$ cat src/sv/r41_pkg.sv
// Shared types and constants for the radix-41 text decoder.
package r41_pkg;

  localparam int unsigned SymLow   = 41;
  localparam int unsigned SymHigh  = 82;
  localparam int unsigned Radix    = 41;
  localparam int unsigned RadixSq  = 41 * 41;
  localparam int unsigned QDepth   = 4;
  localparam int unsigned QAw      = $clog2(QDepth);
  localparam int unsigned PosWidth = 3;
  localparam int unsigned AccWidth = 17;
  localparam int unsigned PaddrW   = 3;

  localparam logic [PosWidth-1:0] PosPairDone = 3'd6;

  typedef enum logic [1:0] {
    MODE_BYTES = 2'd0,
    MODE_WORD  = 2'd1,
    MODE_DWORD = 2'd2
  } mode_t;

  typedef enum logic [1:0] {
    ST_OK         = 2'd0,
    ST_BAD_SYMBOL = 2'd1,
    ST_OPEN_GROUP = 2'd2
  } status_t;

  localparam logic [PaddrW-1:0] RegOutputMode = 3'd0;

  typedef struct packed {
    logic [31:0] value;
    status_t     status;
  } result_t;

  // One queued command: one or two results caused by one input transaction.
  typedef struct packed {
    logic    two;
    result_t res0;
    result_t res1;
  } cmd_t;

  typedef struct packed {
    logic push;
    cmd_t cmd;
  } push_t;

  typedef struct packed {
    logic empty;
    logic full;
    cmd_t head;
  } q_status_t;

endpackage

$ cat src/sv/r41_in_if.sv
// Input channel: one text symbol per transaction.
interface r41_in_if;
  logic       valid;
  logic       ready;
  logic [7:0] symbol;
  logic       end_of_string;

  modport source (output valid, symbol, end_of_string, input ready);
  modport sink   (input valid, symbol, end_of_string, output ready);
endinterface

$ cat src/sv/r41_out_if.sv
// Result channel: decoded value with status and last flag.
interface r41_out_if;
  logic        valid;
  logic        ready;
  logic [31:0] value;
  logic [1:0]  status;
  logic        last;

  modport source (output valid, value, status, last, input ready);
  modport sink   (input valid, value, status, last, output ready);
endinterface

$ cat src/sv/r41_front.sv
// Front end: accepts symbols, checks range, accumulates groups, issues commands.
module r41_front import r41_pkg::*; (
  input  logic          clk,
  input  logic          rst_n,
  input  mode_t         mode,
  r41_in_if.sink        in_ch,
  input  logic          q_full,
  output push_t         push_o
);

  logic [PosWidth-1:0] pos_r, pos_nxt;
  logic [AccWidth-1:0] acc_r, acc_nxt;
  logic [15:0]         low_r, low_nxt;

  logic                accept;
  logic                bad;
  logic [5:0]          digit;
  logic [1:0]          didx;
  logic [AccWidth-1:0] acc_sum;
  logic [PosWidth-1:0] pos_inc;
  logic [15:0]         grp;
  logic                has_res;
  cmd_t                cmd;

  assign in_ch.ready = !q_full;
  assign accept      = in_ch.valid && in_ch.ready;

  always_comb begin
    bad     = !(in_ch.symbol inside {[SymLow:SymHigh]});
    digit   = 6'(in_ch.symbol - 8'(SymLow));
    didx    = (pos_r >= 3'd3) ? 2'(pos_r - 3'd3) : pos_r[1:0];
    pos_inc = pos_r + 3'd1;
    case (didx)
      2'd0:    acc_sum = AccWidth'(digit);
      2'd1:    acc_sum = acc_r + AccWidth'(AccWidth'(digit) * AccWidth'(Radix));
      default: acc_sum = acc_r + AccWidth'(AccWidth'(digit) * AccWidth'(RadixSq));
    endcase
    grp = acc_sum[15:0];

    pos_nxt = pos_r;
    acc_nxt = acc_r;
    low_nxt = low_r;
    has_res = 1'b0;
    cmd     = '0;

    if (bad) begin
      pos_nxt            = '0;
      acc_nxt            = '0;
      low_nxt            = '0;
      has_res            = 1'b1;
      cmd.res0.status    = ST_BAD_SYMBOL;
    end else begin
      pos_nxt = pos_inc;
      acc_nxt = acc_sum;
      if (didx == 2'd2) begin
        acc_nxt = '0;
        case (mode)
          MODE_BYTES: begin
            has_res         = 1'b1;
            cmd.two         = 1'b1;
            cmd.res0.value  = {24'd0, grp[7:0]};
            cmd.res1.value  = {24'd0, grp[15:8]};
            pos_nxt         = '0;
          end
          MODE_DWORD: begin
            if (pos_inc >= PosPairDone) begin
              has_res        = 1'b1;
              cmd.res0.value = {grp, low_r};
              pos_nxt        = '0;
              low_nxt        = '0;
            end else begin
              low_nxt = grp;
            end
          end
          default: begin
            has_res        = 1'b1;
            cmd.res0.value = {16'd0, grp};
            pos_nxt        = '0;
          end
        endcase
      end
      if (in_ch.end_of_string && pos_nxt != '0) begin
        pos_nxt = '0;
        acc_nxt = '0;
        low_nxt = '0;
        if (has_res) begin
          cmd.two         = 1'b1;
          cmd.res1.value  = '0;
          cmd.res1.status = ST_OPEN_GROUP;
        end else begin
          has_res         = 1'b1;
          cmd.res0.value  = '0;
          cmd.res0.status = ST_OPEN_GROUP;
        end
      end
    end
  end

  assign push_o.push = accept && has_res;
  assign push_o.cmd  = cmd;

  always_ff @(posedge clk) begin
    if (!rst_n) begin
      pos_r <= '0;
      acc_r <= '0;
      low_r <= '0;
    end else if (accept) begin
      pos_r <= pos_nxt;
      acc_r <= acc_nxt;
      low_r <= low_nxt;
    end
  end

endmodule

$ cat src/sv/r41_queue.sv
// Command queue between front end and result sequencer.
module r41_queue import r41_pkg::*; (
  input  logic      clk,
  input  logic      rst_n,
  input  push_t     push_i,
  input  logic      pop,
  output q_status_t q_o
);

  cmd_t           mem_r [QDepth];
  logic [QAw-1:0] wr_ptr_r, rd_ptr_r;
  logic [QAw:0]   cnt_r, cnt_nxt;
  logic           do_push, do_pop;

  assign q_o.empty = (cnt_r == '0);
  assign q_o.full  = (cnt_r == (QAw+1)'(QDepth));
  assign q_o.head  = mem_r[rd_ptr_r];

  assign do_push = push_i.push && !q_o.full;
  assign do_pop  = pop && !q_o.empty;

  always_comb begin
    cnt_nxt = cnt_r;
    if (do_push && !do_pop) cnt_nxt = cnt_r + 1'b1;
    else if (do_pop && !do_push) cnt_nxt = cnt_r - 1'b1;
  end

  always_ff @(posedge clk) begin
    if (do_push) mem_r[wr_ptr_r] <= push_i.cmd;
  end

  always_ff @(posedge clk) begin
    if (!rst_n) begin
      wr_ptr_r <= '0;
      rd_ptr_r <= '0;
      cnt_r    <= '0;
    end else begin
      cnt_r <= cnt_nxt;
      if (do_push) wr_ptr_r <= wr_ptr_r + 1'b1;
      if (do_pop)  rd_ptr_r <= rd_ptr_r + 1'b1;
    end
  end

endmodule

$ cat src/sv/r41_back.sv
// Back end: expands queued commands into result transactions.
module r41_back import r41_pkg::*; (
  input  logic      clk,
  input  logic      rst_n,
  input  q_status_t q_i,
  output logic      pop,
  r41_out_if.source out_ch
);

  logic        valid_r, valid_nxt;
  logic        phase_r, phase_nxt;
  result_t     res_r, res_nxt;
  logic        last_r, last_nxt;
  logic        load;
  logic        is_last;

  assign load    = !valid_r || out_ch.ready;
  assign is_last = !q_i.head.two || phase_r;

  always_comb begin
    valid_nxt = valid_r;
    phase_nxt = phase_r;
    res_nxt   = res_r;
    last_nxt  = last_r;
    pop       = 1'b0;
    if (load) begin
      valid_nxt = !q_i.empty;
      if (!q_i.empty) begin
        res_nxt   = phase_r ? q_i.head.res1 : q_i.head.res0;
        last_nxt  = is_last;
        pop       = is_last;
        phase_nxt = !is_last;
      end
    end
  end

  always_ff @(posedge clk) begin
    if (!rst_n) begin
      valid_r <= 1'b0;
      phase_r <= 1'b0;
    end else begin
      valid_r <= valid_nxt;
      phase_r <= phase_nxt;
    end
  end

  always_ff @(posedge clk) begin
    res_r  <= res_nxt;
    last_r <= last_nxt;
  end

  assign out_ch.valid  = valid_r;
  assign out_ch.value  = res_r.value;
  assign out_ch.status = res_r.status;
  assign out_ch.last   = last_r;

endmodule

$ cat src/sv/radix41_text_decoder_top.sv
// Radix-41 text decoder: one symbol per input transaction, results out with
// a status code and a last flag. The front end takes one symbol every clock
// while its four-entry command queue has room; the per-symbol work is a
// constant multiply-add and a range check. The result sequencer emits one
// result transaction per clock while the sink is ready. No symbol yields more
// than two results, and a two-result symbol is always preceded by two that
// yield none, so the input keeps one symbol per clock in every mode unless the
// sink stalls. Write output_mode only while idle.
module radix41_text_decoder_top import r41_pkg::*; (
  input  logic               clk,
  input  logic               rst_n,
  r41_in_if.sink             in_ch,
  r41_out_if.source          out_ch,
  input  logic               psel,
  input  logic               penable,
  input  logic               pwrite,
  input  logic [PaddrW-1:0]  paddr,
  input  logic [31:0]        pwdata,
  output logic [31:0]        prdata,
  output logic               pready
);

  mode_t     mode_r;
  push_t     push;
  q_status_t q_stat;
  logic      pop;
  logic      sel_mode;

  assign pready   = 1'b1;
  assign sel_mode = ({paddr[PaddrW-1:2], 2'b00} == RegOutputMode);
  assign prdata   = sel_mode ? {30'd0, mode_r} : '0;

  always_ff @(posedge clk) begin
    if (!rst_n) begin
      mode_r <= MODE_BYTES;
    end else if (psel && penable && pwrite && pready && sel_mode) begin
      mode_r <= mode_t'(pwdata[1:0]);
    end
  end

  r41_front u_front (
    .clk    (clk),
    .rst_n  (rst_n),
    .mode   (mode_r),
    .in_ch  (in_ch),
    .q_full (q_stat.full),
    .push_o (push)
  );

  r41_queue u_queue (
    .clk    (clk),
    .rst_n  (rst_n),
    .push_i (push),
    .pop    (pop),
    .q_o    (q_stat)
  );

  r41_back u_back (
    .clk    (clk),
    .rst_n  (rst_n),
    .q_i    (q_stat),
    .pop    (pop),
    .out_ch (out_ch)
  );

endmodule

$ cat src/flat_wrapper.sv
// flat-port wrapper written by rule: the top's interface ports become plain ports
module radix41_text_decoder_top_flat import r41_pkg::*;
  (clk, rst_n, psel, penable, pwrite, paddr, pwdata, prdata, pready, in_ch_valid, in_ch_symbol, in_ch_end_of_string, in_ch_ready, out_ch_valid, out_ch_value, out_ch_status, out_ch_last, out_ch_ready);
  r41_in_if in_ch_i ();
  r41_out_if out_ch_i ();
  input  logic clk;
  input  logic rst_n;
  input  logic psel;
  input  logic penable;
  input  logic pwrite;
  input  logic [PaddrW-1:0] paddr;
  input  logic [31:0] pwdata;
  output logic [31:0] prdata;
  output logic pready;
  input wire logic [$bits(in_ch_i.valid)-1:0] in_ch_valid;
  input wire logic [$bits(in_ch_i.symbol)-1:0] in_ch_symbol;
  input wire logic [$bits(in_ch_i.end_of_string)-1:0] in_ch_end_of_string;
  output wire logic [$bits(in_ch_i.ready)-1:0] in_ch_ready;
  output wire logic [$bits(out_ch_i.valid)-1:0] out_ch_valid;
  output wire logic [$bits(out_ch_i.value)-1:0] out_ch_value;
  output wire logic [$bits(out_ch_i.status)-1:0] out_ch_status;
  output wire logic [$bits(out_ch_i.last)-1:0] out_ch_last;
  input wire logic [$bits(out_ch_i.ready)-1:0] out_ch_ready;
  assign in_ch_i.valid = in_ch_valid;
  assign in_ch_i.symbol = in_ch_symbol;
  assign in_ch_i.end_of_string = in_ch_end_of_string;
  assign in_ch_ready = in_ch_i.ready;
  assign out_ch_valid = out_ch_i.valid;
  assign out_ch_value = out_ch_i.value;
  assign out_ch_status = out_ch_i.status;
  assign out_ch_last = out_ch_i.last;
  assign out_ch_i.ready = out_ch_ready;
  radix41_text_decoder_top u_core (.clk(clk), .rst_n(rst_n), .in_ch(in_ch_i), .out_ch(out_ch_i), .psel(psel), .penable(penable), .pwrite(pwrite), .paddr(paddr), .pwdata(pwdata), .prdata(prdata), .pready(pready));
endmodule
$ cat config.mk
export PLATFORM = sky130hd
export DESIGN_NAME = radix41_text_decoder_top_flat
export DESIGN_NICKNAME = d
export VERILOG_FILES = /design/src/sv/r41_pkg.sv /design/src/sv/r41_in_if.sv /design/src/sv/r41_out_if.sv /design/src/sv/r41_front.sv /design/src/sv/r41_queue.sv /design/src/sv/r41_back.sv /design/src/sv/radix41_text_decoder_top.sv /design/src/flat_wrapper.sv
export SDC_FILE = /design/constraint.sdc
export NUM_CORES = 1
export LEC_CHECK = 0
export BUFFER_PORTS_ARGS = -buffer_cell sky130_fd_sc_hd__buf_2
export CORE_UTILIZATION = 60
export CTS_CLUSTER_DIAMETER = 30
export DETAILED_ROUTE_END_ITERATION = 6
export PLACE_DENSITY = 0.82
export SLEW_MARGIN = 0
export SYNTH_ARGS = -nofsm -noshare
export SYNTH_HDL_FRONTEND = slang
export SYNTH_SLANG_ARGS = --single-unit
$ cat constraint.sdc
create_clock -name clk -period 4.85 [get_ports clk]
set_input_delay 0 -clock clk [delete_from_list [all_inputs] [get_ports clk]]
set_output_delay 0 -clock clk [all_outputs]
set_load 0.01 [all_outputs]
# ---- Word level (Yosys, flattened, before mapping)
# Memories as Yosys holds them, arrays and structs flattened. A register that Yosys moved wholly into a read port is not among the register bits.
# Cells that the tools add are included.
dict set report word_totals {
  output_inout_bits 70
  rom_bits 0
  latchBits 0
  memories 1
  mem_bits_rw 276
  reg_bits 82
}
# memory depth word_bits read_ports rd_clocked_by_memory_dff write_ports line
set memory_table {}
lappend memory_table {u_core.u_queue.mem_r 4 69 1 1 1 r41_queue.sv:10} ;# cmd_t mem_r [QDepth];
dict set report classes {
  n_addsub 9
  bitwise 2
  div_mod_pow 0
  muxes 45
  n_lt_le_gt_ge 4
  reduce_logical 27
  n_eq_ne 6
  shifts 0
  multipliers 2
}
# cell n
set ops {}
lappend ops {{$mux 34} 4}
lappend ops {{$mux 16} 5}
lappend ops {{$mux 69} 1}
lappend ops {{$mux 33} 2}
lappend ops {{$pmux 32 s2} 1}
lappend ops {{$mux 17} 3}
lappend ops {{$pmux 17 s2} 1}
lappend ops {{$mux 32} 1}
lappend ops {{$mux 3} 8}
lappend ops {{$add 17x12->17} 1}
lappend ops {{$add 17x17->17} 1}
lappend ops {{$mul 6x11->17 const B} 1}
lappend ops {{$mux 8} 2}
lappend ops {{$mul 6x6->12 const B} 1}
lappend ops {{$mux 1} 12}
lappend ops {{$logic_and 1x1->1} 11}
lappend ops {{$mux 2} 5}
lappend ops {{$ge 8x6->1 const B} 1}
lappend ops {{$le 8x7->1 const B} 1}
lappend ops {{$logic_not 1->1} 7}
lappend ops {{$add 3x1->3 const B} 2}
lappend ops {{$ne 3x1->1 const B} 2}
lappend ops {{$sub 6x6->6 const B} 1}
lappend ops {{$add 2x1->2 const B} 2}
lappend ops {{other kinds (15)} 19}

# ---- Longest topological paths before layout
dict set report logic_depth {
  depth_word 16
  ltp_mapped 21
  mapped_depth_nobuf 20
}

# ---- Hierarchy
# A second synthesis with hierarchy kept.
dict set report hier_totals {
  cells_unflattened 1151
  area_unflattened_um2 17216.5
}
# mod seq_area_each_um2 instances cells_per_inst area_per_inst_um2
set modules_own_cells {}
lappend modules_own_cells {r41_queue 8468.1 1 409 10436.3}
lappend modules_own_cells {r41_front 700.7 1 613 4723.3}
lappend modules_own_cells {r41_back 1091.0 1 85 1710.4}
lappend modules_own_cells {radix41_text_decoder_top 40.0 1 44 346.6}

# ---- Worst setup path after synthesis
# Ideal clock, no wire load.
dict set report synth_path {
  path_type {input-to-reg}
  from {in in_ch_symbol[0]}
  to {mem u_core.u_queue.mem_r[0][48] (netlist bit) (data pin)}
  t_arrival_ns 4.180
  setup_slack_ns 0.404
  path_stages 20
  required_ns 4.584
  path_cell_list {inv_1 > ha_1 > nor2b_1 > nor2_1 > xnor2_1 > and2_1 > ha_1 > ha_1 > inv_1 > fa_1 > inv_1 > ha_1 > buf_2 > a21o_1 > a211o_1 > a31oi_1 > o31ai_1 > xnor2_1 > o22ai_2 > a32o_1}
}
# item line
set synth_rtl {}
lappend synth_rtl {{start, declared} flat_wrapper.sv:16} ;# input wire logic [$bits(in_ch_i.symbol)-1:0] in_ch_symbol;
lappend synth_rtl {{end, declared} r41_queue.sv:10}

==> impl_metrics.py <==
metrics = {
    "timing": {
        "rsz0062_at_grt": "false",
        "min_period_ns": 4.23,
        "fin_skew_ns": 0.0204,
        "worst_pin_slew_ns": 0.912,
        "finalHoldViolCount": 0,
        "relSlewSlack_pct": 39.2,
        "finalSetupTns_ns": 0,
        "drv_slew": 0,
        "fin_crit_sh_pct": 87.3,
        "whs_ns": 0.118,
        "setup_viol": 0,
        "fmax_ghz": 0.236,
    },
    "setup_path": {
        "path_buf_inv": 4,
        "cp-start-kind": "input pin",
        "critPathMostFrequentCell": "ha_1",
        "max_stage_delay_ns": 0.51,
        "cp_data_arrival_time_ns": 4.49,
        "path_cells": "buf_2 -> inv_1 -> ha_1 -> nor2b_1 -> nor2_1 -> xnor2_1 -> and2_1 -> nor2_1 -> ha_1 -> ha_1 -> inv_1 -> fa_1 -> inv_1 -> ha_1 -> a21o_1 -> a211o_1 -> o31ai_4 -> xnor2_1 -> a222oi_1 -> nor3_1",
        "cp_slowest_cell": "fa_1",
        "crit_required_ns": 5.11,
        "path_class": "input pin to flop",
        "path_delay_family": "adder cells",
        "worstPathMaxFanout": 7,
        "end_kind": "flop",
    },
    "cts": {
        "clock-sinks": 259,
        "post_cts_resized": 0,
        "worstSkewPairLatency_ns": 0.53,
        "cts_buffers": 37,
        "clock-root-buffer": "clkbuf_16",
        "cts_tree": "yes",
        "h-tree-depth": 2,
        "cts_buffer_depth": 3,
        "clk_pin_slew_worst_paths_ns": 0.06,
    },
    "finish": {
        "nNetsFinal": 1248,
        "fillers": 1400,
        "drive_gt1_share_pct": 21.2,
        "regArea_sq_um": 7300,
        "multiInputGateArea_sq_um": 5450,
        "areaGrowthSynthToFinish_pct": 15.2,
        "diodes": 0,
    },
    "global_routing": {
        "grtUsageMet3_pct": 4.46,
        "grt_pass1_vias": 8251,
        "top_usage_layer": "met2",
        "met1_usage_pct": 33.5,
        "antenna_found_initial": 0,
        "grt_max_degree": 45,
        "grt_pass1_wl_mm": 44.4,
        "gr-total-overflow": 0,
        "track_usage_pct": 26.1,
        "grt_use_met2_pct": 44.5,
    },
    "drt": {
        "drc": 0,
        "viasPerCell": 5.97,
        "wl_mm": 29.2,
        "drt_iter0_markers": 749,
        "vias": 8463,
        "drtAntennaViolNets": 0,
        "drt_first_pass_iters": 6,
        "wl_per_cell_um": 20.6,
    },
    "placed_design": {
        "gp_congestion": 0.884,
        "hpwl_mm": 18.9,
        "port_buffers": 57,
    },
    "synthesis": {
        "avgSynthCellArea_sq_um": 13.2,
        "synth-edff-count": 211,
        "ys_ff_latch": 259,
        "synthArstFlopShare_pct": 0,
        "ys.flop_type": "edfxtp_1",
        "yosys-top-cells-count": "edfxtp_1, ha_1, inv_1, nand2_1, nor2_1",
        "yosys.area.top_type": "edfxtp_1",
        "yosysWarnings": 0,
        "synthCells": 1008,
        "synthTopCellsByArea": "edfxtp_1, mux4_2, dfxtp_1, ha_1, fa_1",
        "synth_area_sq_um": 13300,
        "yosysTopAreaCellShare_pct": 47.7,
        "synth_most_common_cell": "edfxtp_1",
        "ys_types": 78,
        "ys_seq_area_share_pct": 54.9,
    },
    "power_and_ir_drop": {
        "total_power_w": 0.00793,
        "power.density_nw_per_um2": 518,
        "vdd_drop_max_mv": 0.293,
        "p_leak_nw": 5.70,
    },
    "floorplanning": {
        "die_w_um": 151,
        "dieArea_sq_um": 22700,
        "io_pins": 121,
        "fp-row-count": 54,
        "design.core.area_sq_um": 21800,
        "die_h_um": 151,
        "start_util_pct": 61.0,
    },
    "flow_run": {
        "max_cap_viol_count": 0,
    },
    "worst_hold_path": {
        "hp-class": "input pin to flop",
    },
    "status": {
        "status": "finished, final reports clean",
    },
}
layer usage:
| layer | part of all wire (%) | up-vias |
|---|---|---|
| li1 | - | 3839 |
| met1 | 40 | 4144 |
| met2 | 51 | 408 |
| met4 | 2.8 | 0 |
| met3 | 6.4 | 72 |
| met5 | 0 | - |
report_power, final:
| group | leakage [nW] | internal, W | switching, W |
|---|---|---|---|
| registers | 2.30 | 0.00286 | 0.000106 |
| logic | 2.78 | 0.000973 | 0.00124 |
| clock network | 0.617 | 0.00169 | 0.00106 |
| total | 5.70 | 0.00552 | 0.00241 |
placed cells by master (no fill, tap or decap), types with 30 or more instances in the layout:
cell type	synthesis	layout
nand2_1	56	56
conb_1	2	35
buf_4	33	31
xnor2_1	30	30
clkbuf_16	0	39
inv_1	66	66
edfxtp_1	211	211
mux4_2	44	44
buf_2	17	57
nor2b_1	52	52
nor2_1	54	54
dfxtp_1	48	46
ha_1	72	72
through the flow:
step	cell area [sq um]	util (%)	std cells	setup slack (ns)
CTS	15300	70.3	1417	0.654
global placement	13900	63.9	1338	0.268
floorplan	13400	-	1041	0.404
global route	15300	70.3	1417	0.223
detailed placement	13900	63.9	1338	0.152
finish	15300	70.3	1417	0.618
flip-flops by register name, summed over array words and instances (netlist names), named ones only:
signal,count
u_core.u_back.phase_r,1
u_core.u_front.pos_r,3
u_core.u_front.acc_r,16
u_core.mode_r,2
u_core.u_back.out_ch.value,32
u_core.u_queue.mem_r,176
u_core.u_queue.rd_ptr_r,2
u_core.u_back.out_ch.valid,1
u_core.u_queue.wr_ptr_r,2
u_core.u_queue.cnt_r,3
u_core.u_back.out_ch.last,1
u_core.u_back.out_ch.status,2
u_core.u_front.low_r,16
cell type report:
class | count | share of cell area (%)
clock inverter | 24 | 1.89
clock buffer | 44 | 6.57
multi-input combinational | 642 | 35.6
timing repair buffer | 100 | 4.24
sequential | 259 | 47.7
tap | 280 | 2.29
inverter | 68 | 1.67
path summary, 6_finish.rpt:
check,startpoint,end,slack [ns],cells after the start
setup / recovery,in_ch_symbol[0],u_core.u_queue.mem_r[3][49]$_DFFE_PP_,0.62,20
hold / removal,in_ch_symbol[6],u_core.u_queue.mem_r[2][34]$_DFFE_PP_,0.12,2
setup reg to reg,u_core.u_front.acc_r[7]$_SDFFE_PN0P_,u_core.u_queue.mem_r[1][48]$_DFFE_PP_,1.29,11
hold reg to reg,u_core.u_front.low_r[9]$_SDFFE_PN0P_,u_core.u_front.low_r[9]$_SDFFE_PN0P_,0.46,2
what timing repair did:
| item | CTS | global route |
|---|---|---|
| hold buffers | 11 | 0 |
| buffers inserted | 0 | 0 |
| endpoints found under the hold margin | 28 | 0 |
kinds of logic (layout without fill, tap and decap cells):
| family | count (synthesis) | count (layout) | share of synthesized area, % |
|---|---|---|---|
| DFF | 259 | 259 | 54.9 |
| and+or+nand+nor | 243 | 243 | 9.44 |
| AOI/OAI and AO/OA | 169 | 169 | 9.29 |
| buffers and inverters | 140 | 236 | 5.06 |
| adders and majority gates | 89 | 89 | 9.35 |
| muxes | 65 | 65 | 9.17 |
| xor gates and xnor gates | 41 | 41 | 2.70 |
| other | 2 | 35 | 0.0565 |
Power figures use the tool's default switching activity.
